$ cat config.mk
export PLATFORM = sky130hd
export DESIGN_NAME = bytewise_median_of_frames
export DESIGN_NICKNAME = d
export VERILOG_FILES = /design/src/hdl/bmf_pkg.sv /design/src/hdl/bmf_regs.sv /design/src/hdl/bmf_lane.sv /design/src/hdl/bmf_merge.sv /design/src/hdl/bytewise_median_of_frames.sv
export SDC_FILE = /design/constraint.sdc
export NUM_CORES = 1
export LEC_CHECK = 0
export BUFFER_PORTS_ARGS = -buffer_cell sky130_fd_sc_hd__buf_2
export CAP_MARGIN = 20
export CORE_ASPECT_RATIO = 1.2
export CORE_UTILIZATION = 50
export DETAILED_ROUTE_END_ITERATION = 7
export GPL_TIMING_DRIVEN = 0
export PLACE_DENSITY = 0.69
export SYNTH_ARGS = -nofsm -noshare
export SYNTH_HDL_FRONTEND = slang
export SYNTH_SLANG_ARGS = --single-unit
export TNS_END_PERCENT = 50
$ cat constraint.sdc
create_clock -name clk -period 10.3 [get_ports clk]
set_input_delay 1.03 -clock clk [delete_from_list [all_inputs] [get_ports clk]]
set_output_delay 1.03 -clock clk [all_outputs]
set_load 0.02 [all_outputs]
$ cat src/hdl/bmf_pkg.sv
`timescale 1ns / 1ps
package bmf_pkg;

  localparam int MAX_FRAMES = 9;
  localparam int SAMPLE_W   = 8;
  localparam int CNT_W      = 4;
  localparam int RANK_W     = $clog2(MAX_FRAMES);
  localparam int APB_ADDR_W = 3;
  localparam int APB_DATA_W = 32;

  // Register index as carried in the word-address bit of paddr.
  localparam logic REG_COUNT_IN_USE = 1'b0;
  localparam logic [CNT_W-1:0] COUNT_RESET = CNT_W'(MAX_FRAMES);

  typedef logic [MAX_FRAMES-1:0][SAMPLE_W-1:0] sample_vec_t;

  typedef struct packed {
    logic                hit;
    logic [SAMPLE_W-1:0] value;
  } lane_res_t;

  typedef lane_res_t [MAX_FRAMES-1:0] lane_res_vec_t;

  // A count of zero behaves as one, a count above the frame limit as the limit.
  function automatic logic [CNT_W-1:0] eff_count(input logic [CNT_W-1:0] cnt);
    logic [CNT_W-1:0] n;
    n = cnt;
    if (n == '0) begin
      n = CNT_W'(1);
    end
    if (n > CNT_W'(MAX_FRAMES)) begin
      n = CNT_W'(MAX_FRAMES);
    end
    return n;
  endfunction

endpackage

$ cat src/hdl/bmf_regs.sv
`timescale 1ns / 1ps
module bmf_regs (
  input  logic                            clk,
  input  logic                            rst,
  input  logic                            psel,
  input  logic                            penable,
  input  logic                            pwrite,
  input  logic [bmf_pkg::APB_ADDR_W-1:0]  paddr,
  input  logic [bmf_pkg::APB_DATA_W-1:0]  pwdata,
  output logic [bmf_pkg::APB_DATA_W-1:0]  prdata,
  output logic                            pready,
  output logic [bmf_pkg::CNT_W-1:0]       count_in_use
);
  import bmf_pkg::*;

  logic wr_en;

  assign pready = 1'b1;
  assign wr_en  = psel & penable & pwrite;

  always_ff @(posedge clk) begin
    if (rst) begin
      count_in_use <= COUNT_RESET;
    end else if (wr_en && paddr[2] == REG_COUNT_IN_USE) begin
      count_in_use <= pwdata[CNT_W-1:0];
    end
  end

  always_comb begin
    prdata = '0;
    if (paddr[2] == REG_COUNT_IN_USE) begin
      prdata = {{(APB_DATA_W-CNT_W){1'b0}}, count_in_use};
    end
  end

endmodule

$ cat src/hdl/bmf_lane.sv
`timescale 1ns / 1ps
module bmf_lane (
  input  logic                          clk,
  input  logic [bmf_pkg::RANK_W-1:0]    lane_idx,
  input  bmf_pkg::sample_vec_t          samples,
  input  logic [bmf_pkg::MAX_FRAMES-1:0] used,
  input  logic [bmf_pkg::RANK_W-1:0]    target,
  output bmf_pkg::lane_res_t            res
);
  import bmf_pkg::*;

  logic [SAMPLE_W-1:0] own;
  logic [RANK_W-1:0]   rank_next;

  assign own = samples[lane_idx];

  // Ties are broken by frame index, so every used sample gets a distinct rank.
  always_comb begin
    rank_next = '0;
    for (int j = 0; j < MAX_FRAMES; j++) begin
      if (used[j] && ((samples[j] < own) ||
                      (samples[j] == own && RANK_W'(j) < lane_idx))) begin
        rank_next = rank_next + RANK_W'(1);
      end
    end
  end

  always_ff @(posedge clk) begin
    res.hit   <= used[lane_idx] && (rank_next == target);
    res.value <= own;
  end

endmodule

$ cat src/hdl/bmf_merge.sv
`timescale 1ns / 1ps
module bmf_merge (
  input  logic                         clk,
  input  logic                         rst,
  input  logic                         valid,
  input  bmf_pkg::lane_res_vec_t       res,
  output logic                         strobe,
  output logic [bmf_pkg::SAMPLE_W-1:0] median_byte
);
  import bmf_pkg::*;

  logic [SAMPLE_W-1:0] pick;

  // Exactly one lane hits, so an OR of the gated values selects it.
  always_comb begin
    pick = '0;
    for (int i = 0; i < MAX_FRAMES; i++) begin
      pick = pick | (res[i].value & {SAMPLE_W{res[i].hit}});
    end
  end

  always_ff @(posedge clk) begin
    if (rst) begin
      strobe <= 1'b0;
    end else begin
      strobe <= valid;
    end
    median_byte <= pick;
  end

endmodule

$ cat src/hdl/bytewise_median_of_frames.sv
`timescale 1ns / 1ps
// Channel   Ports                                   Direction  Handshake
// input     start, busy, sample_0 .. sample_8       in         start & !busy
// result    strobe, median_byte                     out        strobe, one cycle
// config    psel penable pwrite paddr pwdata prdata  in/out     APB, pready high
//
// A new item is taken every cycle; busy never rises.
// An accepted item passes through the input register, the nine rank lanes,
// then the merging register before its result appears.
// Reset is synchronous; it empties the pipeline and sets count_in_use to 9.
// The receiver cannot stall, so nothing holds the pipeline back.
module bytewise_median_of_frames (
  input  logic                            clk,
  input  logic                            rst,
  input  logic                            start,
  output logic                            busy,
  input  logic [bmf_pkg::SAMPLE_W-1:0]    sample_0,
  input  logic [bmf_pkg::SAMPLE_W-1:0]    sample_1,
  input  logic [bmf_pkg::SAMPLE_W-1:0]    sample_2,
  input  logic [bmf_pkg::SAMPLE_W-1:0]    sample_3,
  input  logic [bmf_pkg::SAMPLE_W-1:0]    sample_4,
  input  logic [bmf_pkg::SAMPLE_W-1:0]    sample_5,
  input  logic [bmf_pkg::SAMPLE_W-1:0]    sample_6,
  input  logic [bmf_pkg::SAMPLE_W-1:0]    sample_7,
  input  logic [bmf_pkg::SAMPLE_W-1:0]    sample_8,
  output logic                            strobe,
  output logic [bmf_pkg::SAMPLE_W-1:0]    median_byte,
  input  logic                            psel,
  input  logic                            penable,
  input  logic                            pwrite,
  input  logic [bmf_pkg::APB_ADDR_W-1:0]  paddr,
  input  logic [bmf_pkg::APB_DATA_W-1:0]  pwdata,
  output logic [bmf_pkg::APB_DATA_W-1:0]  prdata,
  output logic                            pready
);
  import bmf_pkg::*;

  logic [CNT_W-1:0]      count_in_use;
  logic [CNT_W-1:0]      n_eff;
  logic                  accept;
  logic                  s1_valid;
  logic                  s2_valid;
  sample_vec_t           s1_samples;
  logic [MAX_FRAMES-1:0] s1_used;
  logic [RANK_W-1:0]     s1_target;
  lane_res_vec_t         lane_res;
  logic [MAX_FRAMES-1:0] lane_hits;

  assign busy   = 1'b0;
  assign accept = start & ~busy;
  assign n_eff  = eff_count(count_in_use);

  bmf_regs u_regs (
    .clk          (clk),
    .rst          (rst),
    .psel         (psel),
    .penable      (penable),
    .pwrite       (pwrite),
    .paddr        (paddr),
    .pwdata       (pwdata),
    .prdata       (prdata),
    .pready       (pready),
    .count_in_use (count_in_use)
  );

  always_ff @(posedge clk) begin
    if (rst) begin
      s1_valid <= 1'b0;
      s2_valid <= 1'b0;
    end else begin
      s1_valid <= accept;
      s2_valid <= s1_valid;
    end
    if (accept) begin
      s1_samples <= {sample_8, sample_7, sample_6, sample_5, sample_4,
                     sample_3, sample_2, sample_1, sample_0};
      for (int i = 0; i < MAX_FRAMES; i++) begin
        s1_used[i] <= CNT_W'(i) < n_eff;
      end
      s1_target <= RANK_W'(n_eff >> 1);
    end
  end

  for (genvar g = 0; g < MAX_FRAMES; g++) begin : g_lane
    bmf_lane u_lane (
      .clk      (clk),
      .lane_idx (RANK_W'(g)),
      .samples  (s1_samples),
      .used     (s1_used),
      .target   (s1_target),
      .res      (lane_res[g])
    );
    assign lane_hits[g] = lane_res[g].hit;
  end

  bmf_merge u_merge (
    .clk         (clk),
    .rst         (rst),
    .valid       (s2_valid),
    .res         (lane_res),
    .strobe      (strobe),
    .median_byte (median_byte)
  );

`ifndef SYNTH
  a_latency: assert property (@(posedge clk) disable iff (rst)
    accept |-> ##3 strobe)
    else $error("accepted beat did not produce a result three cycles later");

  a_no_spurious: assert property (@(posedge clk) disable iff (rst)
    strobe |-> $past(accept, 3))
    else $error("result strobe without an accepted beat");

  a_one_lane: assert property (@(posedge clk) disable iff (rst)
    s2_valid |-> $onehot(lane_hits))
    else $error("lanes did not agree on exactly one median");

  a_lane0_used: assert property (@(posedge clk) disable iff (rst)
    s1_valid |-> s1_used[0])
    else $error("first sample not in use");
`endif

endmodule
==> load_flow_metrics.sql <==
INSERT INTO impl_metrics (metric_group, metric, value, unit) VALUES
('place', 'numPortBuffers', '95', ''),
('timing', 'worst_clock_skew', '11.0', 'ps'),
('global_route', 'overflow', '0', ''),
('cts', 'cts_setup_buffers', '0', ''),
('finish', 'area_growth', '10.9', '%'),
('timing', 'layout_worst_path_cycle_share', '0.699', ''),
('synth', 'mappedNetlistArea', '0.0170', 'sq mm'),
('place', 'finalWeightedCongestion', '0.960', ''),
('setup_path', 'data_arrival_critical_path', '7500', 'ps'),
('setup_path', 'path_delay_family', 'adder cells', ''),
('cts', 'sink_count_of_the_clock_tree', '179', ''),
('global_route', 'first_pass_grt_wire_length', '80600', 'um'),
('floorplan', 'die_w', '170', 'um'),
('synth', 'synth.ff_latch_count', '179', ''),
('timing', 'final_setup_violating_endpoints', '0', ''),
('synth', 'ys_dominant_reg_cell', 'dfxtp_1', ''),
('routing', 'drt-wirelength-per-cell', '22.3', 'um'),
('cts', 'cts_hold_buf', '0', ''),
('finish', 'post_layout_nonfiller_instances', '2412', ''),
('synth', 'synth.yosys.warnings', '0', ''),
('cts', 'ctsLongestPathBuffers', '2', ''),
('cts', 'h-tree-depth', '4', ''),
('synth', 'synth_top_area_cell', 'ha_1', ''),
('timing', 'timing_hold_violations_final', '0', ''),
('routing', 'detail_route.first_pass.iterations', '7', ''),
('setup_path', 'category_of_the_critical_setup_timing_path', 'register to register', ''),
('synth', 'count_of_unique_library_cells_instantiated_by_yosys', '93', ''),
('floorplan', 'design.portCount', '156', ''),
('synth', 'synth_area_per_cell', '9.43', 'sq um'),
('global_route', 'grt.total_usage', '0.315', ''),
('routing', 'vias_after_detailed_routing', '14876', ''),
('floorplan', 'fp-row-count', '73', ''),
('pwr', 'ir_worst_vdd', '122', 'uV'),
('job', 'number_of_maximum_capacitance_constraint_violations', '0', ''),
('routing', 'drc', '0', ''),
('setup_path', 'kind_of_start_point_of_the_critical_path', 'register', ''),
('routing', 'routed_via_density', '6.17', ''),
('worst_hold_path', 'min_path_type', 'register to register', ''),
('floorplan', 'dieHeight', '204', 'um'),
('synth', 'synth_area_leaders', 'ha_1 26%, edfxtp_1 15%, dfxtp_1 11%', ''),
('timing', 'tns', '0', 'ps'),
('cts', 'clock_pin_slew_of_the_registers_on_the_worst_case_setup_and_hold_paths', '80', 'ps'),
('routing', 'drt_first_iter_violations', '1208', ''),
('setup_path', 'crit_path_frequent_cell', 'ha_1', ''),
('finish', 'proportion_of_layout_cells_with_a_drive_suffix_above_1', '0.107', ''),
('setup_path', 'critical_path.slowest_cell', 'edfxtp_1', ''),
('global_route', 'antenna_found_initial', '1', ''),
('timing', 'timing.final.crit_period', '7200', 'ps'),
('floorplan', 'fp.dieArea', '0.0347', 'sq mm'),
('global_route', 'grt_max_degree', '54', ''),
('cts', 'cts_tree', 'built', ''),
('floorplan', 'floorplan.initialDensity', '0.510', ''),
('floorplan', 'core-area', '0.0332', 'sq mm'),
('cts', 'numCtsBuffers', '17', ''),
('pwr', 'total_leakage_power', '8.74', 'nW'),
('setup_path', 'timing.critical_path.fanout_max', '8', ''),
('setup_path', 'critical-path-max-stage-delay', '670', 'ps'),
('run_status', 'status', 'complete, no violations', ''),
('timing', 'worstMarginPinSlew', '1100', 'ps'),
('pwr', 'cellPowerDensity', '217', 'mW/mm^2'),
('timing', 'worst_hold_slack', '369', 'ps'),
('timing', 'timing_max_transition_violations_final', '0', ''),
('setup_path', 'cp-end-kind', 'register', ''),
('synth', 'yosys.cell_count.top_type', 'ha_1', ''),
('global_route', 'grt_pass1_vias', '14416', ''),
('setup_path', 'timing.critical_path.required', '10600', 'ps'),
('timing', 'rsz0062_at_grt', 'no', ''),
('synth', 'async_reset_ff_frac', '0', ''),
('cts', 'cts-root-buf', 'clkbuf_16', ''),
('finish', 'final_util', '0.566', ''),
('routing', 'drt.antenna.violating_nets', '0', ''),
('setup_path', 'critPathBufInv', '5', ''),
('timing', 'maxClockFrequency', '139', 'MHz'),
('finish', 'design.final.nets', '2411', ''),
('synth', 'synth_top_area_frac', '0.259', ''),
('timing', 'slew_headroom', '0.260', ''),
('cts', 'insertion_delay', '470', 'ps'),
('routing', 'routed_wl', '53800', 'um'),
('synth', 'synth_seq_area_share', '0.260', ''),
('place', 'dp_hpwl', '41800', 'um'),
('synth', 'netlist_instances', '1800', ''),
('cts', 'gates_resized_cts_repair', '0', ''),
('synth', 'number_of_enable_flip_flop_cells_after_synthesis', '83', ''),
('place', 'dp_cells', '2377', ''),
('synth', 'synth.cells.most_frequent', '351 x ha_1, 129 x inv_1, 116 x a21oi_1', '');
[power by group]
| part | switching, mW | internal [mW] | leakage [nW] | total, mW |
|---|---|---|---|---|
| Sequential | 0.0973 | 0.820 | 1.60 | 0.917 |
| Combinational | 1.33 | 1.12 | 6.82 | 2.46 |
| Clock | 0.343 | 0.369 | 0.314 | 0.712 |
[sequential cells by signal, indices dropped and copies added, names as in the netlist]
signal / flops
u_merge.median_byte: 8
s1_valid: 1
s1_used: 9
s2_valid: 1
s1_samples: 72
u_regs.count_in_use: 4
s1_target: 2
u_merge.strobe: 1
g_lane.u_lane.res: 81
[worst paths after layout]
| check | start | endpoint | slack, ps | cells past startpoint |
|---|---|---|---|---|
| worst max-delay path | s1_samples[9]$_DFFE_PP_ | g_lane[0].u_lane.res[8]$_DFF_P_ | 3100 | 36 |
| worst min-delay path | s1_samples[0]$_DFFE_PP_ | g_lane[0].u_lane.res[0]$_DFF_P_ | 370 | 0 |
| worst max register to register | s1_samples[9]$_DFFE_PP_ | g_lane[0].u_lane.res[8]$_DFF_P_ | 3100 | 36 |
| worst min register to register | s1_samples[0]$_DFFE_PP_ | g_lane[0].u_lane.res[0]$_DFF_P_ | 370 | 0 |
[worst reg2reg max path, delay by kind of cell (launching register included)]
family                     cells  cell delay, ps
xor gates and xnor gates       2             300
AOI/OAI and AO/OA             10            1830
buffers and inverters          5             300
and+or+nand+nor               11            1720
DFF                            1             670
adders and majority gates      7            1970
muxes                          1             250
[cell type report]
class | count | area (sq um)
tap | 450 | 563
inverter | 132 | 495
clock buffer | 18 | 450
clock inverter | 14 | 194
antenna | 2 | 5.00
fill | 2932 | 14400
sequential | 179 | 4410
timing repair buffer | 99 | 526
buffer | 55 | 323
multi-input combinational | 1463 | 11800
[layer usage]
metal | global-route usage | wire length (um)
met1 | 0.379 | 21500
met2 | 0.516 | 24000
met3 | 0.0524 | 4510
met4 | 0.208 | 3790
met5 | 0 | 0
[stage by stage]
step,setup WS [ps],power [mW],instance area [sq um]
after CTS,3160,4.07,18800
after detailed placement,3220,3.35,18200
after global routing,2760,4.39,18800
after floorplan,4560,2.82,17100
after global placement,3290,3.23,18100
final,3100,4.08,18800
[placed cells by master (no fill, tap or decap), types with 12 or more instances in the layout]
cell	count
nor3_1	20
buf_2	95
inv_1	129
xnor3_1	14
nand4_1	57
o21a_1	21
nand3_1	52
ha_1	351
a21o_1	33
o211ai_1	33
a211o_1	13
dfxtp_1	96
a21oi_1	116
nor2_1	84
conb_1	31
o21ai_0	67
clkbuf_16	18
a211oi_1	16
buf_4	33
nor2b_1	48
xnor2_1	68
mux2i_1	16
edfxtp_1	83
and2_1	23
nand2_1	107
nand2b_1	16
clkbuf_1	21
a31oi_1	18
xor2_1	45
or2_2	12
[cell families after synthesis]
logic type	share of synthesized area
XOR/XNOR	0.0870
AND/OR/NAND/NOR	0.150
adder cells (fa/ha/maj)	0.259
AO/OA/AOI/OAI	0.176
multiplexers	0.0192
buffers and inverters	0.0482
flip-flops	0.260
other	0.000443
No activity file was read; power rests on OpenSTA's default activity.
